===== src/hdl/rcsp_pkg.sv =====
// Shared constants, codes and control/status types for the receipt command stream parser.
`default_nettype none

package rcsp_pkg;

    localparam int LINE_CHARS_DEF = 48;
    localparam int FILL_W         = 6;

    // result event codes
    localparam logic [1:0] EV_NONE = 2'd0;
    localparam logic [1:0] EV_CHAR = 2'd1;
    localparam logic [1:0] EV_DONE = 2'd2;
    localparam logic [1:0] EV_CUT  = 2'd3;

    // stream bytes
    localparam logic [7:0] B_ESC   = 8'h1B;
    localparam logic [7:0] B_GS    = 8'h1D;
    localparam logic [7:0] B_DLE   = 8'h10;
    localparam logic [7:0] B_LF    = 8'h0A;
    localparam logic [7:0] B_CR    = 8'h0D;
    localparam logic [7:0] B_FF    = 8'h0C;
    localparam logic [7:0] B_SPACE = 8'h20;
    localparam logic [7:0] B_TILDE = 8'h7E;
    localparam logic [7:0] B_NUL   = 8'h00;
    localparam logic [7:0] B_CUT_A = 8'h41;
    localparam logic [7:0] B_CUT_B = 8'h42;
    localparam logic [7:0] B_PAREN = 8'h28;
    localparam logic [7:0] B_BARCD = 8'h6B;
    localparam logic [7:0] B_CUTCM = 8'h56;
    localparam logic [7:0] B_PULSE = 8'h70;
    localparam logic [7:0] B_INIT  = 8'h40;
    localparam logic [7:0] B_FEED  = 8'h64;

    // parser state codes
    localparam logic [3:0] PS_NORMAL     = 4'd0;
    localparam logic [3:0] PS_ESC        = 4'd1;
    localparam logic [3:0] PS_GS         = 4'd2;
    localparam logic [3:0] PS_DLE        = 4'd3;
    localparam logic [3:0] PS_SKIP       = 4'd4;
    localparam logic [3:0] PS_ESC_P      = 4'd5;
    localparam logic [3:0] PS_ESC_P2     = 4'd6;
    localparam logic [3:0] PS_GS_V       = 4'd7;
    localparam logic [3:0] PS_GS_V_PARAM = 4'd8;
    localparam logic [3:0] PS_GS_K       = 4'd9;
    localparam logic [3:0] PS_GS_K_LEN   = 4'd10;
    localparam logic [3:0] PS_GS_K_DATA  = 4'd11;
    localparam logic [3:0] PS_PAREN_LO   = 4'd12;
    localparam logic [3:0] PS_PAREN_HI   = 4'd13;
    localparam logic [3:0] PS_PAREN_DATA = 4'd14;

    typedef struct packed {
        logic       accept;   // take the input request, update parser state
        logic       idx_clr;  // restart the line read index
        logic       rd;       // read line buffer at the index
        logic       load;     // load the output register
        logic [1:0] ev;       // event for the load
        logic       last;     // last flag for the load
    } ctrl_cmd_t;

    typedef struct packed {
        logic commit;    // request commits the line
        logic cut;       // request ends in a cut event
        logic len_nz;    // trimmed line is non-empty
        logic idx_last;  // current index is the final character
        logic out_free;  // output register can be loaded
    } dp_status_t;

endpackage

`default_nettype wire


===== src/hdl/rcsp_datapath.sv =====
// Parser state, line buffer, trim tracking and output register.
`default_nettype none

module rcsp_datapath #(
    parameter int LINE_CHARS = rcsp_pkg::LINE_CHARS_DEF
) (
    input  wire logic                      clk,
    input  wire logic                      rst_n,
    input  wire logic                      mode,
    input  wire logic [7:0]                in_byte,
    input  wire logic                      out_stall,
    input  wire rcsp_pkg::ctrl_cmd_t       cmd,
    output rcsp_pkg::dp_status_t           status,
    output logic                           out_valid,
    output logic [1:0]                     event_res,
    output logic [6:0]                     char_value,
    output logic [rcsp_pkg::FILL_W-1:0]    line_length,
    output logic                           last
);

    localparam int IDX_W = (LINE_CHARS > 1) ? $clog2(LINE_CHARS) : 1;
    localparam logic [rcsp_pkg::FILL_W-1:0] LC_W = rcsp_pkg::FILL_W'(LINE_CHARS);

    logic [3:0]                   pstate_reg, pstate_next;
    logic [15:0]                  skip_reg, skip_next;
    logic [7:0]                   bc_reg, bc_next;
    logic [rcsp_pkg::FILL_W-1:0]  fill_reg, fill_next;
    logic [rcsp_pkg::FILL_W-1:0]  trim_reg, trim_next;
    logic [rcsp_pkg::FILL_W-1:0]  len_reg, len_next;
    logic [rcsp_pkg::FILL_W-1:0]  idx_reg, idx_next;
    logic [6:0]                   rd_data_reg;
    logic [6:0]                   line_mem [LINE_CHARS];

    logic                         out_valid_reg, out_valid_next;
    logic [1:0]                   ev_reg;
    logic [6:0]                   ch_reg;
    logic [rcsp_pkg::FILL_W-1:0]  olen_reg;
    logic                         last_reg;

    logic        dec_commit, dec_flush, dec_cut, dec_append;
    logic [15:0] skip_dec;
    logic [7:0]  bc_dec;
    logic        commit;

    assign skip_dec = (skip_reg != 16'd0) ? skip_reg - 16'd1 : skip_reg;
    assign bc_dec   = bc_reg - 8'd1;

    // one stream byte through the parser
    always_comb
    begin
        pstate_next = pstate_reg;
        skip_next   = skip_reg;
        bc_next     = bc_reg;
        dec_commit  = 1'b0;
        dec_flush   = 1'b0;
        dec_cut     = 1'b0;
        dec_append  = 1'b0;
        if (mode)
        begin
            dec_flush = 1'b1;
        end
        else
        begin
            case (pstate_reg)
                rcsp_pkg::PS_ESC:
                begin
                    case (in_byte)
                        8'h20, 8'h21, 8'h2D, 8'h45, 8'h47, 8'h4A, 8'h4D, 8'h52,
                        8'h53, 8'h56, 8'h61, 8'h63, 8'h74, 8'h75, 8'h77, 8'h7B:
                        begin
                            skip_next   = 16'd1;
                            pstate_next = rcsp_pkg::PS_SKIP;
                        end
                        rcsp_pkg::B_FEED:
                        begin
                            dec_flush   = 1'b1;
                            skip_next   = 16'd1;
                            pstate_next = rcsp_pkg::PS_SKIP;
                        end
                        rcsp_pkg::B_PULSE: pstate_next = rcsp_pkg::PS_ESC_P;
                        default:           pstate_next = rcsp_pkg::PS_NORMAL;
                    endcase
                end
                rcsp_pkg::PS_GS:
                begin
                    case (in_byte)
                        8'h21, 8'h42, 8'h68, 8'h77, 8'h48, 8'h66, 8'h72:
                        begin
                            skip_next   = 16'd1;
                            pstate_next = rcsp_pkg::PS_SKIP;
                        end
                        8'h4C, 8'h57, 8'h50:
                        begin
                            skip_next   = 16'd2;
                            pstate_next = rcsp_pkg::PS_SKIP;
                        end
                        rcsp_pkg::B_CUTCM: pstate_next = rcsp_pkg::PS_GS_V;
                        rcsp_pkg::B_BARCD: pstate_next = rcsp_pkg::PS_GS_K;
                        rcsp_pkg::B_PAREN: pstate_next = rcsp_pkg::PS_PAREN_LO;
                        default:           pstate_next = rcsp_pkg::PS_NORMAL;
                    endcase
                end
                rcsp_pkg::PS_DLE, rcsp_pkg::PS_ESC_P2:
                    pstate_next = rcsp_pkg::PS_NORMAL;
                rcsp_pkg::PS_ESC_P:
                    pstate_next = rcsp_pkg::PS_ESC_P2;
                rcsp_pkg::PS_SKIP, rcsp_pkg::PS_PAREN_DATA:
                begin
                    skip_next = skip_dec;
                    if (skip_dec == 16'd0)
                        pstate_next = rcsp_pkg::PS_NORMAL;
                end
                rcsp_pkg::PS_GS_V:
                begin
                    dec_flush = 1'b1;
                    if (in_byte == rcsp_pkg::B_CUT_A || in_byte == rcsp_pkg::B_CUT_B)
                        pstate_next = rcsp_pkg::PS_GS_V_PARAM;
                    else
                    begin
                        pstate_next = rcsp_pkg::PS_NORMAL;
                        dec_cut     = 1'b1;
                    end
                end
                rcsp_pkg::PS_GS_V_PARAM:
                begin
                    pstate_next = rcsp_pkg::PS_NORMAL;
                    dec_cut     = 1'b1;
                end
                rcsp_pkg::PS_GS_K:
                begin
                    if (in_byte >= rcsp_pkg::B_CUT_A)
                        pstate_next = rcsp_pkg::PS_GS_K_LEN;
                    else
                    begin
                        bc_next     = 8'd0;
                        pstate_next = rcsp_pkg::PS_GS_K_DATA;
                    end
                end
                rcsp_pkg::PS_GS_K_LEN:
                begin
                    bc_next     = in_byte;
                    pstate_next = rcsp_pkg::PS_GS_K_DATA;
                end
                rcsp_pkg::PS_GS_K_DATA:
                begin
                    if (bc_reg != 8'd0)
                    begin
                        bc_next = bc_dec;
                        if (bc_dec == 8'd0)
                            pstate_next = rcsp_pkg::PS_NORMAL;
                    end
                    else if (in_byte == rcsp_pkg::B_NUL)
                        pstate_next = rcsp_pkg::PS_NORMAL;
                end
                rcsp_pkg::PS_PAREN_LO:
                begin
                    skip_next   = {8'd0, in_byte};
                    pstate_next = rcsp_pkg::PS_PAREN_HI;
                end
                rcsp_pkg::PS_PAREN_HI:
                begin
                    skip_next   = skip_reg + {in_byte, 8'd0};
                    pstate_next = (skip_next != 16'd0) ? rcsp_pkg::PS_PAREN_DATA
                                                       : rcsp_pkg::PS_NORMAL;
                end
                default:
                begin
                    pstate_next = rcsp_pkg::PS_NORMAL;
                    if (in_byte == rcsp_pkg::B_ESC)
                        pstate_next = rcsp_pkg::PS_ESC;
                    else if (in_byte == rcsp_pkg::B_GS)
                        pstate_next = rcsp_pkg::PS_GS;
                    else if (in_byte == rcsp_pkg::B_DLE)
                        pstate_next = rcsp_pkg::PS_DLE;
                    else if (in_byte == rcsp_pkg::B_LF || in_byte == rcsp_pkg::B_CR ||
                             in_byte == rcsp_pkg::B_FF)
                        dec_commit = 1'b1;
                    else if (in_byte >= rcsp_pkg::B_SPACE && in_byte <= rcsp_pkg::B_TILDE)
                        dec_append = (fill_reg < LC_W);
                end
            endcase
        end
    end

    assign commit = dec_commit || (dec_flush && fill_reg != '0);

    // trim_reg follows the length up to the last non-space character
    always_comb
    begin
        fill_next = fill_reg;
        trim_next = trim_reg;
        len_next  = len_reg;
        if (commit)
        begin
            fill_next = '0;
            trim_next = '0;
            len_next  = trim_reg;
        end
        else if (dec_append)
        begin
            fill_next = fill_reg + rcsp_pkg::FILL_W'(1);
            if (in_byte != rcsp_pkg::B_SPACE)
                trim_next = fill_reg + rcsp_pkg::FILL_W'(1);
        end
    end

    always_comb
    begin
        idx_next = idx_reg;
        if (cmd.idx_clr)
            idx_next = '0;
        else if (cmd.load && cmd.ev == rcsp_pkg::EV_CHAR)
            idx_next = idx_reg + rcsp_pkg::FILL_W'(1);
    end

    always_ff @(posedge clk or negedge rst_n)
    begin
        if (!rst_n)
        begin
            pstate_reg <= rcsp_pkg::PS_NORMAL;
            skip_reg   <= 16'd0;
            bc_reg     <= 8'd0;
            fill_reg   <= '0;
            trim_reg   <= '0;
            len_reg    <= '0;
            idx_reg    <= '0;
        end
        else
        begin
            if (cmd.accept)
            begin
                pstate_reg <= pstate_next;
                skip_reg   <= skip_next;
                bc_reg     <= bc_next;
                fill_reg   <= fill_next;
                trim_reg   <= trim_next;
                len_reg    <= len_next;
            end
            idx_reg <= idx_next;
        end
    end

    always_ff @(posedge clk)
    begin
        if (cmd.accept && dec_append)
            line_mem[fill_reg[IDX_W-1:0]] <= in_byte[6:0];
        if (cmd.rd)
            rd_data_reg <= line_mem[idx_reg[IDX_W-1:0]];
    end

    // output register
    assign out_valid_next = cmd.load ? 1'b1 : (out_stall ? out_valid_reg : 1'b0);

    always_ff @(posedge clk or negedge rst_n)
    begin
        if (!rst_n)
            out_valid_reg <= 1'b0;
        else
            out_valid_reg <= out_valid_next;
    end

    always_ff @(posedge clk)
    begin
        if (cmd.load)
        begin
            ev_reg   <= cmd.ev;
            ch_reg   <= (cmd.ev == rcsp_pkg::EV_CHAR) ? rd_data_reg : 7'd0;
            olen_reg <= (cmd.ev == rcsp_pkg::EV_DONE) ? len_reg : '0;
            last_reg <= cmd.last;
        end
    end

    assign status.commit   = commit;
    assign status.cut      = dec_cut;
    assign status.len_nz   = (trim_reg != '0);
    assign status.idx_last = ((idx_reg + rcsp_pkg::FILL_W'(1)) == len_reg);
    assign status.out_free = !out_valid_reg || !out_stall;

    assign out_valid   = out_valid_reg;
    assign event_res   = ev_reg;
    assign char_value  = ch_reg;
    assign line_length = olen_reg;
    assign last        = last_reg;

endmodule

`default_nettype wire


===== src/hdl/rcsp_ctrl.sv =====
// Sequencer that accepts requests and steps result emission.
`default_nettype none

module rcsp_ctrl (
    input  wire logic                  clk,
    input  wire logic                  rst_n,
    input  wire logic                  in_valid,
    output logic                       in_stall,
    input  wire rcsp_pkg::dp_status_t  status,
    output rcsp_pkg::ctrl_cmd_t        cmd
);

    typedef enum logic [5:0] {
        S_IDLE = 6'b000001,
        S_READ = 6'b000010,
        S_CHAR = 6'b000100,
        S_DONE = 6'b001000,
        S_CUT  = 6'b010000,
        S_NONE = 6'b100000
    } ctrl_state_t;

    ctrl_state_t state_reg, state_next;
    logic        cut_reg, cut_next;

    always_comb
    begin
        state_next  = state_reg;
        cut_next    = cut_reg;
        cmd         = '0;
        cmd.ev      = rcsp_pkg::EV_NONE;
        in_stall    = 1'b1;
        case (state_reg)
            S_IDLE:
            begin
                in_stall = 1'b0;
                if (in_valid)
                begin
                    cmd.accept  = 1'b1;
                    cmd.idx_clr = 1'b1;
                    cut_next    = status.cut;
                    if (status.commit && status.len_nz)
                        state_next = S_READ;
                    else if (status.commit)
                        state_next = S_DONE;
                    else if (status.cut)
                        state_next = S_CUT;
                    else
                        state_next = S_NONE;
                end
            end
            S_READ:
            begin
                cmd.rd     = 1'b1;
                state_next = S_CHAR;
            end
            S_CHAR:
            begin
                if (status.out_free)
                begin
                    cmd.load   = 1'b1;
                    cmd.ev     = rcsp_pkg::EV_CHAR;
                    state_next = status.idx_last ? S_DONE : S_READ;
                end
            end
            S_DONE:
            begin
                if (status.out_free)
                begin
                    cmd.load   = 1'b1;
                    cmd.ev     = rcsp_pkg::EV_DONE;
                    cmd.last   = !cut_reg;
                    state_next = cut_reg ? S_CUT : S_IDLE;
                end
            end
            S_CUT:
            begin
                if (status.out_free)
                begin
                    cmd.load   = 1'b1;
                    cmd.ev     = rcsp_pkg::EV_CUT;
                    cmd.last   = 1'b1;
                    state_next = S_IDLE;
                end
            end
            S_NONE:
            begin
                if (status.out_free)
                begin
                    cmd.load   = 1'b1;
                    cmd.ev     = rcsp_pkg::EV_NONE;
                    cmd.last   = 1'b1;
                    state_next = S_IDLE;
                end
            end
            default:
                state_next = S_IDLE;
        endcase
    end

    always_ff @(posedge clk or negedge rst_n)
    begin
        if (!rst_n)
        begin
            state_reg <= S_IDLE;
            cut_reg   <= 1'b0;
        end
        else
        begin
            state_reg <= state_next;
            cut_reg   <= cut_next;
        end
    end

endmodule

`default_nettype wire


===== src/hdl/receipt_command_stream_parser.sv =====
// Sequence: a request is taken in the idle state; without a line commit it loads a single
// result (none or cut) into the output register, then returns to idle. A line commit of N
// kept characters steps, per character, through a line-buffer read state and a load state,
// then loads the done result and, if the request ends in a cut, a cut result. The block is
// busy until its last result is loaded. Output backpressure holds each load.
// Reset (async, rst_n low): parser back to text state, line empty, no result pending.
`default_nettype none

module receipt_command_stream_parser #(
    parameter int LINE_CHARS = rcsp_pkg::LINE_CHARS_DEF
) (
    input  wire logic                      clk,
    input  wire logic                      rst_n,
    input  wire logic                      in_valid,
    output logic                           in_stall,
    input  wire logic                      mode,
    input  wire logic [7:0]                in_byte,
    output logic                           out_valid,
    input  wire logic                      out_stall,
    output logic [1:0]                     event_res,
    output logic [6:0]                     char_value,
    output logic [rcsp_pkg::FILL_W-1:0]    line_length,
    output logic                           last
);

    rcsp_pkg::ctrl_cmd_t  cmd;
    rcsp_pkg::dp_status_t status;

    rcsp_ctrl u_ctrl (
        .clk      (clk),
        .rst_n    (rst_n),
        .in_valid (in_valid),
        .in_stall (in_stall),
        .status   (status),
        .cmd      (cmd)
    );

    rcsp_datapath #(
        .LINE_CHARS (LINE_CHARS)
    ) u_datapath (
        .clk         (clk),
        .rst_n       (rst_n),
        .mode        (mode),
        .in_byte     (in_byte),
        .out_stall   (out_stall),
        .cmd         (cmd),
        .status      (status),
        .out_valid   (out_valid),
        .event_res   (event_res),
        .char_value  (char_value),
        .line_length (line_length),
        .last        (last)
    );

    // every request yields at least one result, so the block is busy right after
    a_busy_after_accept: assert property (@(posedge clk) disable iff (!rst_n)
        (in_valid && !in_stall) |=> in_stall)
        else $error("block ready right after taking a request");

    // a request is never taken while a result is being loaded
    a_no_load_on_accept: assert property (@(posedge clk) disable iff (!rst_n)
        (in_valid && !in_stall) |-> !cmd.load)
        else $error("output load during request accept");

    // after the final result of a request the block is ready again
    a_ready_after_last: assert property (@(posedge clk) disable iff (!rst_n)
        (cmd.load && cmd.last) |=> !in_stall)
        else $error("block not ready after final result");

    // a committed line never exceeds the buffer
    a_len_bound: assert property (@(posedge clk) disable iff (!rst_n)
        (out_valid && event_res == rcsp_pkg::EV_DONE)
            |-> (line_length <= rcsp_pkg::FILL_W'(LINE_CHARS)))
        else $error("line length beyond buffer size");

endmodule

`default_nettype wire

===== config.mk =====
export PLATFORM = sky130hd
export DESIGN_NAME = receipt_command_stream_parser
export DESIGN_NICKNAME = d
export VERILOG_FILES = /design/src/hdl/rcsp_pkg.sv /design/src/hdl/rcsp_datapath.sv /design/src/hdl/rcsp_ctrl.sv /design/src/hdl/receipt_command_stream_parser.sv
export SDC_FILE = /design/constraint.sdc
export NUM_CORES = 1
export LEC_CHECK = 0
export ABC_AREA = 1
export BUFFER_PORTS_ARGS = -buffer_cell sky130_fd_sc_hd__buf_2
export CAP_MARGIN = 0
export CORE_MARGIN = 2
export CORE_UTILIZATION = 60
export CTS_CLUSTER_DIAMETER = 200
export DETAILED_ROUTE_END_ITERATION = 8
export GPL_TIMING_DRIVEN = 0
export PLACE_DENSITY = 0.77
export SETUP_SLACK_MARGIN = 0.1
export SYNTH_ARGS = -nofsm -noshare
export SYNTH_HDL_FRONTEND = slang
export SYNTH_SLANG_ARGS = --single-unit

===== constraint.sdc =====
create_clock -name clk -period 4.35 [get_ports clk]
set_input_delay 0.6525 -clock clk [delete_from_list [all_inputs] [get_ports clk]]
set_output_delay 0.6525 -clock clk [all_outputs]
set_load 0.005 [all_outputs]

Word level (Yosys, flattened, before mapping)
Memory sizes are Yosys's and may differ from the RTL's. A register that Yosys moved wholly into a read port is not among the register bits.
Cells that the tools add are included.

word-level totals
  word-level logic and storage cells = 208
  memories = 1
  RAM bits = 336
  register bits after elaboration = 76
  output and inout bits = 18

memories
  memory               words  bits a word  rd ports  clocked after Yosys merged registers in  write ports  RTL line             source
  u_datapath.line_mem  48     7            1         1                                        1            rcsp_datapath.sv:32  logic [6:0] line_mem [LINE_CHARS];

cells by class
  $lt $le $gt $ge = 4
  add/sub/neg operators = 5
  muxes and demuxes = 70
  bitwise operators = 1
  reduce and logical (&&, ||, !) cells = 42
  equal/unequal tests = 71

operators with widths
  kind                   count
  $eq 8x7->1 const B     25
  $mux 6                 14
  $pmux 16 s5            1
  $mux 4                 12
  $pmux 4 s11            1
  $eq 8x6->1 const B     4
  $mux 16                2
  $pmux 16 s2            1
  $reduce_bool 16->1     2
  $pmux 6 s5             1
  $eq 4x4->1 const B     7
  $eq 8x4->1 const B     3
  $eq 8x5->1 const B     3
  $mux 1                 24
  $pmux 8 s3             1
  $reduce_or 17->1       1
  $add 16x16->16         1
  $eq 4x3->1 const B     4
  $logic_not 16->1       1
  $logic_not 8->1        2
  $mux 8                 2
  $pmux 4 s4             1
  $sub 16x1->16 const B  1
  $reduce_and 5->1       3
  46 further kinds       76

Depth between registers and ports, before layout
  word-level depth = 14
  gate-level depth with buffers = 15
  mapped depth without buffers = 15

By module
A second synthesis with hierarchy kept.

second synthesis, totals
  cell total of the unflattened synthesis = 1837
  area total of the unflattened synthesis = 19138.4 µm²

modules (own cells, without submodules)
  module         cells each  area each (µm²)  instances  seq. area each (µm²)
  rcsp_datapath  1762        18616.6          1          12106.6
  rcsp_ctrl      75          521.8            1          176.4

Least setup slack after synthesis
No wires, ideal clock.

  path type = input-to-reg
  start point = input in_byte[1]
  end point = memory u_datapath.line_mem[31][0], enable pin
  cell stages on the path = 10
  path slack = 1.906 ns
  path buffers = 1
  setup time = 0.360 ns
  arrival = 2.084 ns
  cell sequence = buf_4 > inv_2 > nand2_2 > nor2_4 > o21a_1 > nor2_1 > nand2_4 > nor2_8 > nand3_4 > nor2_1

on the way
  word-level cells in the longest chain between the ends = 12

RTL lines
  what                                                          RTL line                                    source
  start: declaration                                            receipt_command_stream_parser.sv:17         input wire logic [7:0] in_byte,
  $ge 8x6->1 (tied with other cells)                            rcsp_datapath.sv:178                        else if (in_byte >= rcsp_pkg::B_SPACE && in_byte <= rcsp_pkg::B_TILDE)
  $logic_and 1x1->1 / $logic_or 1x1->1 (equally long branches)  rcsp_datapath.sv:178, rcsp_datapath.sv:175
  $mux 1 / $logic_or 1x1->1 (equally long branches)             rcsp_datapath.sv:178, rcsp_datapath.sv:175
  $mux 1                                                        rcsp_datapath.sv:175                        else if (in_byte == rcsp_pkg::B_LF || in_byte == rcsp_pkg::B_CR ||
  $mux 1                                                        rcsp_datapath.sv:173                        else if (in_byte == rcsp_pkg::B_DLE)
  $mux 1                                                        rcsp_datapath.sv:171                        else if (in_byte == rcsp_pkg::B_GS)
  $mux 1 (*)                                                    rcsp_datapath.sv:169                        if (in_byte == rcsp_pkg::B_ESC)
  $mux 1 (*)                                                    rcsp_datapath.sv:64                         case (pstate_reg)
  $mux 1 (*)                                                    rcsp_datapath.sv:58                         if (mode)
  $logic_and 1x1->1 (*)                                         rcsp_datapath.sv:245                        if (cmd.accept && dec_append)
  $mux 1 (*)                                                    rcsp_datapath.sv:245
  $mux 1 (implied by the code) (*)                              rcsp_datapath.sv:246                        line_mem[fill_reg[IDX_W-1:0]] <= in_byte[6:0];
  end: declaration                                              rcsp_datapath.sv:32

Mark *: on every way between the ends. The rest lies on a longest branch, timed or not.

Final worst setup path
  start point = input in_byte[0]
  end point = memory u_datapath.line_mem[21][5], enable pin

The elaborated chain is that of the path after synthesis.

==> flow_summary.ini <==
[worst_setup_path]
crit-reg2reg-launch = u_datapath.idx_reg[1]$_DFFE_PN0P_
cp.arrival_ns = 3.75
path_max_fanout = 53
critical_path_class = primary input to register
cp-end-kind = register
r2r_cells = 8
setup.worst_path.start_class = primary input
r2r_slack_ns = 1.29
r2r_end = u_datapath.rd_data_reg[5]$_DFFE_PP_
critical_path_required_ns = 4.51

[sta]
hold_violations = 0
final.setup.tns_ns = 0
rsz0062_at_grt = false
drv_slew = 0
fmax_mhz = 279
skew_ns = 0.0190
relSlewSlack = 0.156
worst_pin_slew_ns = 1.26
timing.final.crit_share = 0.824
fin_crit_ns = 3.58
setup_slack_ns = 0.765
setup_viol_count_final = 0

[synth]
synth-adder-area-share = 0.0102
ys_seq_area_frac = 0.643
synth_nets = 1850
syn-instance-count = 1822
yosysMostFrequentCell = nand2_1
synth_top_flop_cell = edfxtp_1
ys_top_cells_by_area = edfxtp_1 56%, dfrtp_1 7.7%, nand2_1 7.1%, nor2_1 5.4%, o21ai_0 4.1%
ys_types = 51
yosys.area_share.simple = 0.177
yosys.area.top_type = edfxtp_1
netlist_top_cells_count = 361 x nand2_1, 359 x edfxtp_1, 277 x nor2_1
synth_xor_area_frac = 0.00779
synth.area.mux_share = 0.0147
ys_ff_latch = 419
synth_area_um2 = 19100
yosysTopAreaCellShare = 0.564
syn_avg_cell_area_um2 = 10.5
synth_compound_area_frac = 0.109
synth_warnings = 0
synth_edf_count = 359
async_reset_ff_frac = 0.143
synth_top_family_by_area = simple AND/OR/NAND/NOR gates

[clock_network]
numCtsBuffers = 43
htreeDepth = 2
ctsResizeCount = 0
clkTransAtPathRegs_ns = 0.06
cts.sinks = 419
insertion_delay_ns = 0.56
clk_path_buf_depth = 3
clockRootBuffer = clkbuf_16
tritoncts = done
cts_setup_buffers = 0
holdBufCountCts = 0

[global_routing]
grt_pass1_wl_mm = 78.5
grt_max_degree = 61
grt_usage = 0.310
overflow = 0
antenna_found_initial = 0
grt_pass1_vias = 14046

[place]
gp_congestion = 0.985
port_buffers = 30
hpwl_mm = 33.8
dp_slack_ns = 0.315
place_inst = 2254

[floorplanning]
num_rows = 65
io_pins = 31
core_area_um2 = 31500
dieArea_um2 = 33300
dieWidth_um = 182
die_h_um = 182
initial_core_util = 0.607

[layout]
diodes = 0
final_cells = 2334
area_growth_pct = 10.9
drive_gt1_frac = 0.0958
largest_register_ffs = 336
fin_nets = 1925

[routing]
drtAntennaViolNets = 0
drc = 0
via_per_inst = 6.26
first_pass_iters = 6
drt_iter0_markers = 1972
routed_wl_mm = 51.5
wire_per_inst_um = 22.1
vias = 14600

[power_and_ir_drop]
peakVddDrop_v = 0.000377
cellPowerDensity_nw_per_um2 = 480
leakagePower_uw = 0.00793

[hold_path]
hold_class = primary input to asynchronous set/reset pin

[run_status]
status = completed

[run]
maxCapViolCount = 0
[cell usage in the layout, fill, tap and decap left out, types with 53 or more instances in the layout]
| master | count |
|---|---|
| nand2_1 | 361 |
| edfxtp_1 | 359 |
| nor2_1 | 277 |
| o21ai_0 | 158 |
| inv_1 | 94 |
| nand3_1 | 86 |
| o22ai_1 | 64 |
| dfrtp_1 | 59 |
| a21oi_1 | 56 |
| clkbuf_1 | 53 |
[metrics by stage]
step / power (µW) / util / hold slack [ns] / area, µm²
2_1_floorplan: 5820 / - / 0.357 / 19100
3_3_place_gp: 6450 / 0.628 / 0.499 / 19800
3_5_place_dp: 6500 / 0.628 / 0.509 / 19800
4_1_cts: 10100 / 0.673 / 0.422 / 21200
5_1_grt: 10500 / 0.673 / 0.251 / 21200
6_report: 10200 / 0.673 / 0.177 / 21200
[per-layer routing]
layer | share of wire | vias up | GRT usage
met5 | 0 | - | 0
met4 | 0.039 | 0 | 0.117
met3 | 0.11 | 159 | 0.0621
met2 | 0.47 | 934 | 0.511
met1 | 0.38 | 6960 | 0.410
li1 | - | 6547 | -
[cell families after synthesis]
group / after synthesis
AOI/OAI and AO/OA: 364
DFF: 419
xor gates and xnor gates: 17
and+or+nand+nor: 793
muxes: 28
adders and majority gates: 15
buffers and inverters: 186
[critical path: stages]
cell and delay, ns:
buf_2 0.82, inv_1 0.38, nand2_2 0.24, nor2_4 0.08, o21a_1 0.20, nor2_1 0.19
nand2_4 0.17, nor3_1 0.98
[report_power, final]
| group | total [µW] | internal [µW] | leakage (µW) | switching (µW) |
|---|---|---|---|---|
| logic | 1800 | 474 | 0.00323 | 1330 |
| registers | 4690 | 4550 | 0.00401 | 137 |
| clock network | 3680 | 2120 | 0.000690 | 1560 |
| total | 10200 | 7150 | 0.00793 | 3020 |
[layout make-up]
type	instances	area (µm²)
inverters	116	435
flip-flops and latches	419	12300
clock inverters	24	272
well taps	402	503
clock buffers	56	1140
plain buffers	70	302
multi-input cells	1217	6100
repair buffers	30	153
fillers	2315	10300
[worst max path at each step]
stage	slack, ns	to	from	cells past startpoint
3_5_place_dp	0.31	u_datapath.line_mem[12][3]$_DFFE_PP_	in_byte[0]	10
3_3_place_gp	0.32	u_datapath.line_mem[21][4]$_DFFE_PP_	in_byte[0]	8
2_1_floorplan	1.91	u_datapath.line_mem[31][0]$_DFFE_PP_	in_byte[1]	10
4_1_cts	0.89	u_datapath.line_mem[32][3]$_DFFE_PP_	in_byte[0]	10
6_report	0.77	u_datapath.line_mem[21][5]$_DFFE_PP_	in_byte[0]	8
5_1_grt	0.64	u_datapath.line_mem[21][1]$_DFFE_PP_	in_byte[0]	8
No activity file was read; power rests on OpenSTA's default activity.
